--- config.mk ---
export PLATFORM = sky130hd
export DESIGN_NAME = permutation_rank_unrank
export DESIGN_NICKNAME = d
export VERILOG_FILES = /design/src/design/pru_pkg.sv /design/src/design/permutation_rank_unrank.sv
export SDC_FILE = /design/constraint.sdc
export NUM_CORES = 1
export LEC_CHECK = 0
export ABC_AREA = 1
export BUFFER_PORTS_ARGS = -buffer_cell sky130_fd_sc_hd__buf_4
export CORE_AREA = 3 3 273 275
export DETAILED_ROUTE_END_ITERATION = 16
export DIE_AREA = 0 0 276 278
export PLACE_DENSITY = 0.46
export SLEW_MARGIN = 25
export SYNTH_ARGS = -nofsm -noshare
export SYNTH_HDL_FRONTEND = slang
export SYNTH_SLANG_ARGS = --single-unit
--- constraint.sdc ---
create_clock -name i_clk -period 24 [get_ports i_clk]
set_input_delay 4.8 -clock i_clk [delete_from_list [all_inputs] [get_ports i_clk]]
set_output_delay 4.8 -clock i_clk [all_outputs]
set_load 0.05 [all_outputs]
--- src/design/pru_pkg.sv ---
`timescale 1ns / 1ps
// ----------------------------------------------------------------------------
// pru_pkg: permutation rank / unrank shared definitions
// Widths, factorial table and the small helpers used by the datapath stages.
// ----------------------------------------------------------------------------
package pru_pkg;

    // largest element count and field geometry
    localparam int MAX_ELEMS  = 8;
    localparam int NUM_FIELDS = 8;
    localparam int ELEM_W     = 3;
    localparam int COUNT_W    = 4;
    localparam int RANK_W     = 16;
    localparam int FACT_W     = 17;
    localparam int REM6_W     = 10;
    localparam int REM3_W     = 3;
    localparam int NUM_STAGES = 6;

    // largest valid rank plus one (8!)
    localparam logic [FACT_W-1:0] RANK_LIMIT = 17'd40320;

    typedef logic [NUM_FIELDS-1:0][ELEM_W-1:0] t_elem_vec;
    typedef logic [RANK_W-1:0] t_rank_quad [4];
    typedef logic [RANK_W-1:0] t_rank_pair [2];

    // one factoradic digit and what is left of the value
    typedef struct packed {
        logic [ELEM_W-1:0] digit;
        logic [RANK_W-1:0] rest;
    } t_digit_split;

    // factorial lookup
    function automatic logic [FACT_W-1:0] fact_of(input logic [COUNT_W-1:0] n);
        logic [FACT_W-1:0] f;
        case (n)
            4'd0:    f = 17'd1;
            4'd1:    f = 17'd1;
            4'd2:    f = 17'd2;
            4'd3:    f = 17'd6;
            4'd4:    f = 17'd24;
            4'd5:    f = 17'd120;
            4'd6:    f = 17'd720;
            4'd7:    f = 17'd5040;
            default: f = RANK_LIMIT;
        endcase
        return f;
    endfunction

    // digit of v at weight w: a ladder of parallel compares, then one subtract
    function automatic t_digit_split split_digit(input logic [RANK_W-1:0] v,
                                                 input logic [RANK_W-1:0] w);
        t_digit_split res;
        logic [ELEM_W-1:0] d;
        logic [FACT_W-1:0] step;
        d = '0;
        for (int k = 1; k < NUM_FIELDS; k++) begin
            step = FACT_W'(k) * FACT_W'(w);
            if ({1'b0, v} >= step) d = ELEM_W'(k);
        end
        res.digit = d;
        res.rest  = v - RANK_W'(RANK_W'(d) * w);
        return res;
    endfunction

    // drop entry d from an ordered list, closing the gap
    function automatic t_elem_vec remove_at(input t_elem_vec l,
                                            input logic [ELEM_W-1:0] d);
        t_elem_vec res;
        res = l;
        for (int j = 0; j < NUM_FIELDS - 1; j++) begin
            if (ELEM_W'(j) >= d) res[j] = l[j+1];
        end
        return res;
    endfunction

endpackage

--- src/design/permutation_rank_unrank.sv ---
`timescale 1ns / 1ps
// ----------------------------------------------------------------------------
// permutation_rank_unrank: Lehmer code rank / unrank pipeline
// Ranks a permutation of up to eight elements or unranks a factorial-base
// rank back into one, in a six stage pipeline.
// ----------------------------------------------------------------------------
//  channel  | direction | handshake           | payload
//  ---------+-----------+---------------------+---------------------------------
//  input    | in        | i_valid / o_stall   | i_mode, i_count, i_in_rank,
//           |           |                     | i_in_elem_0..7
//  output   | out       | o_valid / i_stall   | o_out_rank, o_out_elem_0..7,
//           |           |                     | o_rank_error
//
//  one word enters per cycle while o_stall is low; results leave in the order their words came
//  the depth is set by the digit split ladders and the unused-list picks
//  a stall on the output freezes every stage at once; nothing is lost
//  reset clears the stage valid bits only
// ----------------------------------------------------------------------------
module permutation_rank_unrank
    import pru_pkg::*;
(
    input  logic                i_clk,
    input  logic                i_rst_n,
    input  logic                i_valid,
    output logic                o_stall,
    input  logic                i_mode,
    input  logic [COUNT_W-1:0]  i_count,
    input  logic [RANK_W-1:0]   i_in_rank,
    input  logic [ELEM_W-1:0]   i_in_elem_0,
    input  logic [ELEM_W-1:0]   i_in_elem_1,
    input  logic [ELEM_W-1:0]   i_in_elem_2,
    input  logic [ELEM_W-1:0]   i_in_elem_3,
    input  logic [ELEM_W-1:0]   i_in_elem_4,
    input  logic [ELEM_W-1:0]   i_in_elem_5,
    input  logic [ELEM_W-1:0]   i_in_elem_6,
    input  logic [ELEM_W-1:0]   i_in_elem_7,
    output logic                o_valid,
    input  logic                i_stall,
    output logic [RANK_W-1:0]   o_out_rank,
    output logic [ELEM_W-1:0]   o_out_elem_0,
    output logic [ELEM_W-1:0]   o_out_elem_1,
    output logic [ELEM_W-1:0]   o_out_elem_2,
    output logic [ELEM_W-1:0]   o_out_elem_3,
    output logic [ELEM_W-1:0]   o_out_elem_4,
    output logic [ELEM_W-1:0]   o_out_elem_5,
    output logic [ELEM_W-1:0]   o_out_elem_6,
    output logic [ELEM_W-1:0]   o_out_elem_7,
    output logic                o_rank_error
);

    // pipeline control
    logic [NUM_STAGES-1:0] r_valid;
    logic                  w_adv;

    assign o_valid = r_valid[NUM_STAGES-1];
    assign o_stall = r_valid[NUM_STAGES-1] && i_stall;
    assign w_adv   = !o_stall;

    always_ff @(posedge i_clk) begin
        if (!i_rst_n) begin
            r_valid <= '0;
        end else if (w_adv) begin
            r_valid <= {r_valid[NUM_STAGES-2:0], i_valid};
        end
    end

    // ------------------------------------------------------------------
    // stage 1: count clamp, range check, rank digits
    // ------------------------------------------------------------------
    t_elem_vec             w_e0;
    logic [COUNT_W-1:0]    n_s1_n;
    logic                  n_s1_err;
    t_elem_vec             n_s1_d;

    logic                  r_s1_mode;
    logic [COUNT_W-1:0]    r_s1_n;
    logic                  r_s1_err;
    logic [RANK_W-1:0]     r_s1_rank;
    t_elem_vec             r_s1_d;

    assign w_e0 = {i_in_elem_7, i_in_elem_6, i_in_elem_5, i_in_elem_4,
                   i_in_elem_3, i_in_elem_2, i_in_elem_1, i_in_elem_0};

    assign n_s1_n   = (i_count > COUNT_W'(MAX_ELEMS)) ? COUNT_W'(MAX_ELEMS) : i_count;
    assign n_s1_err = i_mode && ({1'b0, i_in_rank} >= fact_of(n_s1_n));

    // count of later smaller elements at each position
    always_comb begin
        for (int i = 0; i < NUM_FIELDS; i++) begin
            n_s1_d[i] = '0;
            for (int j = i + 1; j < NUM_FIELDS; j++) begin
                if ((COUNT_W'(j) < n_s1_n) && (w_e0[i] > w_e0[j])) begin
                    n_s1_d[i] = n_s1_d[i] + ELEM_W'(1);
                end
            end
        end
    end

    always_ff @(posedge i_clk) begin
        if (w_adv) begin
            r_s1_mode <= i_mode;
            r_s1_n    <= n_s1_n;
            r_s1_err  <= n_s1_err;
            r_s1_rank <= i_in_rank;
            r_s1_d    <= n_s1_d;
        end
    end

    // ------------------------------------------------------------------
    // stage 2: rank digits to factoradic order, or top two unrank digits
    // ------------------------------------------------------------------
    t_elem_vec             n_s2_fd;
    logic [REM6_W-1:0]     n_s2_rem;
    t_digit_split          w_sp7;
    t_digit_split          w_sp6;

    logic                  r_s2_mode;
    logic [COUNT_W-1:0]    r_s2_n;
    logic                  r_s2_err;
    t_elem_vec             r_s2_fd;
    logic [REM6_W-1:0]     r_s2_rem;

    assign w_sp7 = split_digit(r_s1_rank, RANK_W'(fact_of(COUNT_W'(7))));
    assign w_sp6 = split_digit(w_sp7.rest, RANK_W'(fact_of(COUNT_W'(6))));
    assign n_s2_rem = w_sp6.rest[REM6_W-1:0];

    always_comb begin
        logic [COUNT_W-1:0] idx;
        idx     = '0;
        n_s2_fd = '0;
        if (r_s1_mode) begin
            n_s2_fd[7] = w_sp7.digit;
            n_s2_fd[6] = w_sp6.digit;
        end else begin
            for (int k = 0; k < NUM_FIELDS; k++) begin
                idx = r_s1_n - COUNT_W'(k + 1);
                if (COUNT_W'(k) < r_s1_n) n_s2_fd[k] = r_s1_d[idx[ELEM_W-1:0]];
            end
        end
    end

    always_ff @(posedge i_clk) begin
        if (w_adv) begin
            r_s2_mode <= r_s1_mode;
            r_s2_n    <= r_s1_n;
            r_s2_err  <= r_s1_err;
            r_s2_fd   <= n_s2_fd;
            r_s2_rem  <= n_s2_rem;
        end
    end

    // ------------------------------------------------------------------
    // stage 3: weighted digit pairs, or unrank digits five to three
    // ------------------------------------------------------------------
    t_rank_quad            n_s3_sum;
    t_elem_vec             n_s3_fd;
    t_digit_split          w_sp5;
    t_digit_split          w_sp4;
    t_digit_split          w_sp3;

    logic                  r_s3_mode;
    logic [COUNT_W-1:0]    r_s3_n;
    logic                  r_s3_err;
    t_elem_vec             r_s3_fd;
    t_rank_quad            r_s3_sum;
    logic [REM3_W-1:0]     r_s3_rem;

    assign w_sp5 = split_digit(RANK_W'(r_s2_rem), RANK_W'(fact_of(COUNT_W'(5))));
    assign w_sp4 = split_digit(w_sp5.rest, RANK_W'(fact_of(COUNT_W'(4))));
    assign w_sp3 = split_digit(w_sp4.rest, RANK_W'(fact_of(COUNT_W'(3))));

    // each digit times its factorial weight, summed in pairs
    always_comb begin
        logic [RANK_W-1:0] t_lo;
        logic [RANK_W-1:0] t_hi;
        for (int p = 0; p < 4; p++) begin
            t_lo = RANK_W'(r_s2_fd[2*p]) * RANK_W'(fact_of(COUNT_W'(2*p)));
            t_hi = RANK_W'(r_s2_fd[2*p+1]) * RANK_W'(fact_of(COUNT_W'(2*p+1)));
            n_s3_sum[p] = t_lo + t_hi;
        end
    end

    always_comb begin
        n_s3_fd = r_s2_fd;
        if (r_s2_mode) begin
            n_s3_fd[5] = w_sp5.digit;
            n_s3_fd[4] = w_sp4.digit;
            n_s3_fd[3] = w_sp3.digit;
        end
    end

    always_ff @(posedge i_clk) begin
        if (w_adv) begin
            r_s3_mode <= r_s2_mode;
            r_s3_n    <= r_s2_n;
            r_s3_err  <= r_s2_err;
            r_s3_fd   <= n_s3_fd;
            r_s3_sum  <= n_s3_sum;
            r_s3_rem  <= w_sp3.rest[REM3_W-1:0];
        end
    end

    // ------------------------------------------------------------------
    // stage 4: second adder level, last digits, digit per position
    // ------------------------------------------------------------------
    t_rank_pair            n_s4_sum;
    t_elem_vec             n_s4_dsel;

    logic                  r_s4_mode;
    logic [COUNT_W-1:0]    r_s4_n;
    logic                  r_s4_err;
    t_rank_pair            r_s4_sum;
    t_elem_vec             r_s4_dsel;

    assign n_s4_sum[0] = r_s3_sum[0] + r_s3_sum[1];
    assign n_s4_sum[1] = r_s3_sum[2] + r_s3_sum[3];

    always_comb begin
        t_elem_vec          fd;
        logic [ELEM_W-1:0]  c2;
        logic [COUNT_W-1:0] idx;
        fd = r_s3_fd;
        // remainder below six splits into weights two and one
        if (r_s3_rem >= REM3_W'(4)) begin
            c2 = ELEM_W'(2);
        end else if (r_s3_rem >= REM3_W'(2)) begin
            c2 = ELEM_W'(1);
        end else begin
            c2 = '0;
        end
        fd[2] = c2;
        fd[1] = ELEM_W'(r_s3_rem) - {c2[ELEM_W-2:0], 1'b0};
        fd[0] = '0;
        // position i takes the digit of weight (n-1-i)!
        n_s4_dsel = '0;
        for (int i = 0; i < NUM_FIELDS; i++) begin
            idx = r_s3_n - COUNT_W'(i + 1);
            if (COUNT_W'(i) < r_s3_n) n_s4_dsel[i] = fd[idx[ELEM_W-1:0]];
        end
    end

    always_ff @(posedge i_clk) begin
        if (w_adv) begin
            r_s4_mode <= r_s3_mode;
            r_s4_n    <= r_s3_n;
            r_s4_err  <= r_s3_err;
            r_s4_sum  <= n_s4_sum;
            r_s4_dsel <= n_s4_dsel;
        end
    end

    // ------------------------------------------------------------------
    // stage 5: final rank sum, picks for positions zero to three
    // ------------------------------------------------------------------
    t_elem_vec             n_s5_list;
    t_elem_vec             n_s5_pick;

    logic                  r_s5_mode;
    logic [COUNT_W-1:0]    r_s5_n;
    logic                  r_s5_err;
    logic [RANK_W-1:0]     r_s5_sum;
    t_elem_vec             r_s5_dsel;
    t_elem_vec             r_s5_list;
    t_elem_vec             r_s5_pick;

    always_comb begin
        t_elem_vec lst;
        for (int j = 0; j < NUM_FIELDS; j++) lst[j] = ELEM_W'(j);
        n_s5_pick = '0;
        for (int i = 0; i < NUM_FIELDS / 2; i++) begin
            n_s5_pick[i] = lst[r_s4_dsel[i]];
            lst = remove_at(lst, r_s4_dsel[i]);
        end
        n_s5_list = lst;
    end

    always_ff @(posedge i_clk) begin
        if (w_adv) begin
            r_s5_mode <= r_s4_mode;
            r_s5_n    <= r_s4_n;
            r_s5_err  <= r_s4_err;
            r_s5_sum  <= r_s4_sum[0] + r_s4_sum[1];
            r_s5_dsel <= r_s4_dsel;
            r_s5_list <= n_s5_list;
            r_s5_pick <= n_s5_pick;
        end
    end

    // ------------------------------------------------------------------
    // stage 6: picks for positions four to seven, output register
    // ------------------------------------------------------------------
    t_elem_vec             n_out_elem;
    logic [RANK_W-1:0]     n_out_rank;

    logic [RANK_W-1:0]     r_out_rank;
    t_elem_vec             r_out_elem;
    logic                  r_out_err;

    always_comb begin
        t_elem_vec lst;
        t_elem_vec pick;
        lst  = r_s5_list;
        pick = r_s5_pick;
        for (int i = NUM_FIELDS / 2; i < NUM_FIELDS; i++) begin
            pick[i] = lst[r_s5_dsel[i]];
            lst = remove_at(lst, r_s5_dsel[i]);
        end
        // elements only for a good unrank and only inside the count
        for (int i = 0; i < NUM_FIELDS; i++) begin
            if (r_s5_mode && !r_s5_err && (COUNT_W'(i) < r_s5_n)) begin
                n_out_elem[i] = pick[i];
            end else begin
                n_out_elem[i] = '0;
            end
        end
        n_out_rank = r_s5_mode ? '0 : r_s5_sum;
    end

    always_ff @(posedge i_clk) begin
        if (w_adv) begin
            r_out_rank <= n_out_rank;
            r_out_elem <= n_out_elem;
            r_out_err  <= r_s5_err;
        end
    end

    assign o_out_rank   = r_out_rank;
    assign o_out_elem_0 = r_out_elem[0];
    assign o_out_elem_1 = r_out_elem[1];
    assign o_out_elem_2 = r_out_elem[2];
    assign o_out_elem_3 = r_out_elem[3];
    assign o_out_elem_4 = r_out_elem[4];
    assign o_out_elem_5 = r_out_elem[5];
    assign o_out_elem_6 = r_out_elem[6];
    assign o_out_elem_7 = r_out_elem[7];
    assign o_rank_error = r_out_err;

`ifndef SYNTH
    // an error word carries no rank and no elements
    a_err_clean: assert property (@(posedge i_clk) disable iff (!i_rst_n)
        (o_valid && o_rank_error) |-> ((o_out_rank == '0) && (r_out_elem == '0)))
        else $error("rank error word with nonzero payload");

    // a nonzero rank only comes from rank mode, which has no elements
    a_rank_only: assert property (@(posedge i_clk) disable iff (!i_rst_n)
        (o_valid && (o_out_rank != '0)) |-> (!o_rank_error && (r_out_elem == '0)))
        else $error("rank word mixed with unrank fields");

    // ranks always stay below eight factorial
    a_rank_range: assert property (@(posedge i_clk) disable iff (!i_rst_n)
        o_valid |-> ({1'b0, o_out_rank} < RANK_LIMIT))
        else $error("rank out of range");

    // a stalled result is still there on the next cycle
    a_stall_hold: assert property (@(posedge i_clk) disable iff (!i_rst_n)
        (o_valid && i_stall) |=> o_valid)
        else $error("result dropped under stall");
`endif

endmodule
## Yosys cells after proc, flatten, opt, wreduce, memory -nomap -nowiden

Memories as Yosys holds them, arrays and structs flattened. A register that Yosys moved wholly into a read port is not among the register bits.
Cells that the tools add are included.

- Bits in registers: 344
- Memory bits (read-only): 112
- Word-level logic and storage cells: 528
- Memories kept: 2

- Add/subtract/negate cells: 50
- Multipliers: 10
- $lt $le $gt $ge: 170
- Muxes and demuxes: 165
- Bitwise gates (word level): 6
- Reduce and logical (&&, ||, !) cells: 47

Memories:

| memory | words | bits a word | read ports | clocked after memory_dff | write ports | RTL line | RTL |
|---|---|---|---|---|---|---|---|
| (name not given) | 8 | 11 | 1 | 0 | 0 | pru_pkg.sv:35 | `case (n)` |
| (name not given) | 8 | 3 | 1 | 1 | 0 | permutation_rank_unrank.sv:271 | `n_s5_pick[i] = lst[r_s4_dsel[i]];` |

Operator list:

| cell | number |
|---|---|
| $mux 3 | 118 |
| $bmux 3 s3 | 23 |
| $lt 3x4->1 const B | 23 |
| $gt 3x3->1 | 28 |
| $ge 16x5->1 const B | 4 |
| $lt 3x4->1 const A | 16 |
| $add 3x1->3 const B | 21 |
| $ge 3x3->1 const A | 21 |
| $add 16x16->16 | 3 |
| $ge 16x12->1 const B | 3 |
| $ge 16x13->1 const B | 3 |
| $ge 16x15->1 const B | 3 |
| $ge 16x6->1 const B | 3 |
| $ge 16x7->1 const B | 3 |
| $ge 1x3->1 const A | 14 |
| $ge 2x3->1 const A | 14 |
| $logic_and 1x1->1 | 39 |
| $ge 16x14->1 const B | 2 |
| $ge 16x8->1 const B | 2 |
| $lt 2x4->1 const A | 8 |
| $ge 10x10->1 const B | 3 |
| $lt 1x4->1 const A | 7 |
| $mul 3x9->12 const B | 2 |
| $sub 3x3->3 const B | 8 |
| 37 further kinds | 77 |

## Logic depth before layout (Yosys ltp)

- Depth in word-level cells: 30
- Mapped depth: 53
- Gate-level depth less buffers: 53

## Least setup slack after synthesis

OpenSTA, ideal clock, no wires.

- Path kind: input to output
- Start point: in i_stall
- End point: out o_stall
- Arrival: 13477 ps
- Required time: 19200 ps
- Path slack: 5723 ps
- Stages on the path: 2
- Cells stage by stage: nand2_1 inv_1

- Word-level cells in the longest chain between the ends: 1

Ends and longest elaborated chain:

| item | RTL line | RTL |
|---|---|---|
| from (decl) | permutation_rank_unrank.sv:38 | `input logic i_stall,` |
| $logic_and 1x1->1 | permutation_rank_unrank.sv:56 | `assign o_stall = r_valid[NUM_STAGES-1] && i_stall;` |
| to (decl) | permutation_rank_unrank.sv:25 | `output logic o_stall,` |

No other way between the ends.

## Final worst setup path

Ends and elaborated chain as after synthesis.

==> out/qor.csv <==
metric,value,unit
core area,0.07259,mm2
Worst Hold Path EP,r_s5_dsel[23],
# placed instances,3509,
global route hottest layer,met2,
Worst setup SP type,input port,
DR vias/cell,4.680,
Max Slew Vio Count,0,
DP HPWL,40550,um
Final ANT Viol Nets,0,
CP max stage cell,nand2_4,
Tmin final,10.79,ns
family with the most delay on the worst path,buffers and inverters,
FF-to-FF path depth,46,
Post-Route Setup TNS,0,ns
drt wl/cell,14.45,um
Worst Clk Skew,0.03187,ns
WL final,51710,um
FF/Latch Area,0.008798,mm2
Worst Setup End Kind,primary output,
Critical Path Most Common Cell,buf_4,
Syn Std Cell Area,0.02157,mm2
CP Buf/Inv Count,3,
I/O Pins,92,
vias post-DR,16750,
Tcrit/Tclk final,44.94,%
"Setup violations, final",0,
share of flip-flops with an asynchronous set or reset,0,%
R2R Path End,r_s3_rem[2],
Yosys cell types,60,
Final #Nets,2905,
first-pass GRT wire length,83990,um
Synth Instances,2489,
RSZ-0062 raised after global routing,no,
met3 usage,2.374,%
fill count,7571,
FF-to-FF Start,r_s2_rem[7],
Max Fclk,92.72,MHz
worst slew pin tran,0.8885,ns
Hold Crit Class,reg2reg,
met2 usage,22.91,%
die height,278,um
clock root cell,clkbuf_16,
initial antenna violation count,0,
die width,276,um
Buffers on Ports,91,
GRT overflow,0,
"Primary FF master, synth",edfxtp_1,
"Reg clk slew, reported paths",0.06,ns
# diodes,0,
Mapped Nets,2803,
register area share after synthesis,40.78,%
Yosys reg bits,295,
Total Die Area,0.07673,mm2
longest individual stage delay on the worst path,0.54,ns
CTS tree,yes,
Post-CTS Setup Inserts,0,
Worst R2R Setup Slack,15.71,ns
synth warn,0,
multi-input logic area,0.01119,mm2
TritonCTS Buffers,38,
largest net degree at the start of global routing,68,
slew margin rel.,40.77,%
crit path max fanout,58,
global-route usage over all layers,13.19,%
H-tree depth,2,
met1 GRT Util,16.79,%
Clock Path Buffers,3,
DR iter-0 viols,904,
Post-CTS Hold Buffers,0,
Synth-to-Final Area Change,14.23,%
number of flops mapped to enable cells by yosys,289,
Initial Util,29.72,%
critical path required time,19.20,ns
drc violations,0,
Mean Syn Cell Area,8.667,um2
GP Congestion,0.8514,
crit path kind,in2out,
outcome,"finished, final reports clean",
Hold Crit Start,r_s4_dsel[23],
Sinks on Clock Net,295,
fraction of layout cells with a size suffix above 1,7.713,%
"Hold Vio Cnt, Final",0,
row count,99,
Max Cap Violations,0,
worst-skew pair later-pin latency,0.56,ns
cell count of the worst hold path,0,
post-route non-filler standard cell count,3578,
1st-pass router iterations,5,
"Cell Chain, Critical Path",buf_4 -> nand2_4 -> inv_1 -> buf_4,
number of global-route vias before repair,16370,
critical path data arrival time,5.99,ns
CTS resizes,0,
-- synthesized netlist by cell type, types with 6 or more instances --
master,instances,area [um2]
o22ai_1,29,181.4
ha_1,240,3003
nand2_1,458,1719
nand4_1,21,131.4
o21bai_1,13,97.59
inv_1,380,1426
or2_2,6,37.54
nand3_1,122,610.6
nand2_2,6,37.54
a31oi_1,20,125.1
nor2_1,221,829.6
xor2_1,61,534.3
a211oi_1,12,90.09
edfxtp_1,289,8678
dfxtp_1,6,120.1
xnor2_1,39,341.6
a21oi_1,143,715.7
o21ai_0,219,1096
o211ai_1,23,172.7
fa_1,25,500.5
mux2i_1,16,160.2
clkbuf_1,32,120.1
nor3_1,22,110.1
-- cells by family after synthesis --
| logic type | Yosys count | share of synthesized area, % |
|---|---|---|
| buffers and inverters | 423 | 7.383 |
| AOI/OAI and AO/OA | 501 | 13.09 |
| xor gates and xnor gates | 104 | 4.361 |
| muxes | 23 | 1.177 |
| adders and majority gates | 265 | 16.24 |
| DFF | 295 | 40.78 |
| and+or+nand+nor | 878 | 16.96 |
-- worst max-delay path by stage --
stage / start / endpoint / depth (start not counted)
2_1_floorplan: i_stall / o_stall / 2
3_3_place_gp: i_stall / o_stall / 4
3_5_place_dp: i_stall / o_stall / 4
4_1_cts: i_stall / o_stall / 4
5_1_grt: i_stall / o_stall / 4
6_report: i_stall / o_stall / 4
-- registers in the layout (all words and copies together), names as in the netlist, 15 cells and up --
name and cells:
r_s1_d 18, r_s3_sum 30, o_out_rank 16, r_s1_rank 16, r_s4_dsel 24, r_s3_fd 15
n_s3_fd 15, r_s5_sum 16, r_s5_list 17, r_s4_sum 21
-- metrics by stage --
step | instance area (um2) | utilization, % | hold slack (ns) | setup WS, ns
6_report | 24640 | 33.95 | 0.4043 | 13.21
2_1_floorplan | 21570 | - | 0.4003 | 5.723
4_1_cts | 24630 | 33.93 | 0.3984 | 13.16
5_1_grt | 24640 | 33.95 | 0.4130 | 13.05
3_5_place_dp | 23370 | 32.19 | 0.4045 | 13.15
3_3_place_gp | 23370 | 32.19 | 0.4030 | 13.20
-- cell type report --
cell class	instances	share of cell area [%]
Multi-Input combinational cell	1771	45.41
Sequential cell	295	35.70
Inverter	388	5.920
Clock inverter	24	1.081
Timing Repair Buffer	97	2.985
Clock buffer	44	4.036
Tap cell	959	4.869
-- cells in the final DEF (no fill, tap or decap), types with 61 or more instances in the layout --
cell type / count
o21ai_0: 219
buf_4: 96
nor2_1: 221
inv_1: 380
xor2_1: 61
nand2_1: 457
a21oi_1: 143
nand3_1: 122
ha_1: 240
edfxtp_1: 289
-- worst register-to-register path: cells and delay by family, from the launching register on --
| family | cells | cell delay, ns |
|---|---|---|
| compound gates | 4 | 1.15 |
| simple gates | 25 | 2.92 |
| fa+ha+maj | 9 | 2.78 |
| flops | 1 | 0.50 |
| buf+inv | 5 | 0.25 |
| xor+xnor | 3 | 0.45 |
-- layer usage --
layer / vias to the layer above / share of wire [%]
met3: 67 / 3.9
li1: 8688 / -
met1: 7714 / 45
met2: 276 / 48
met4: 0 / 2.3
met5: - / 0
Power is left out: the tool's default activity adds up to more than one toggle a clock period on the data nets, which glitch-free logic cannot reach.
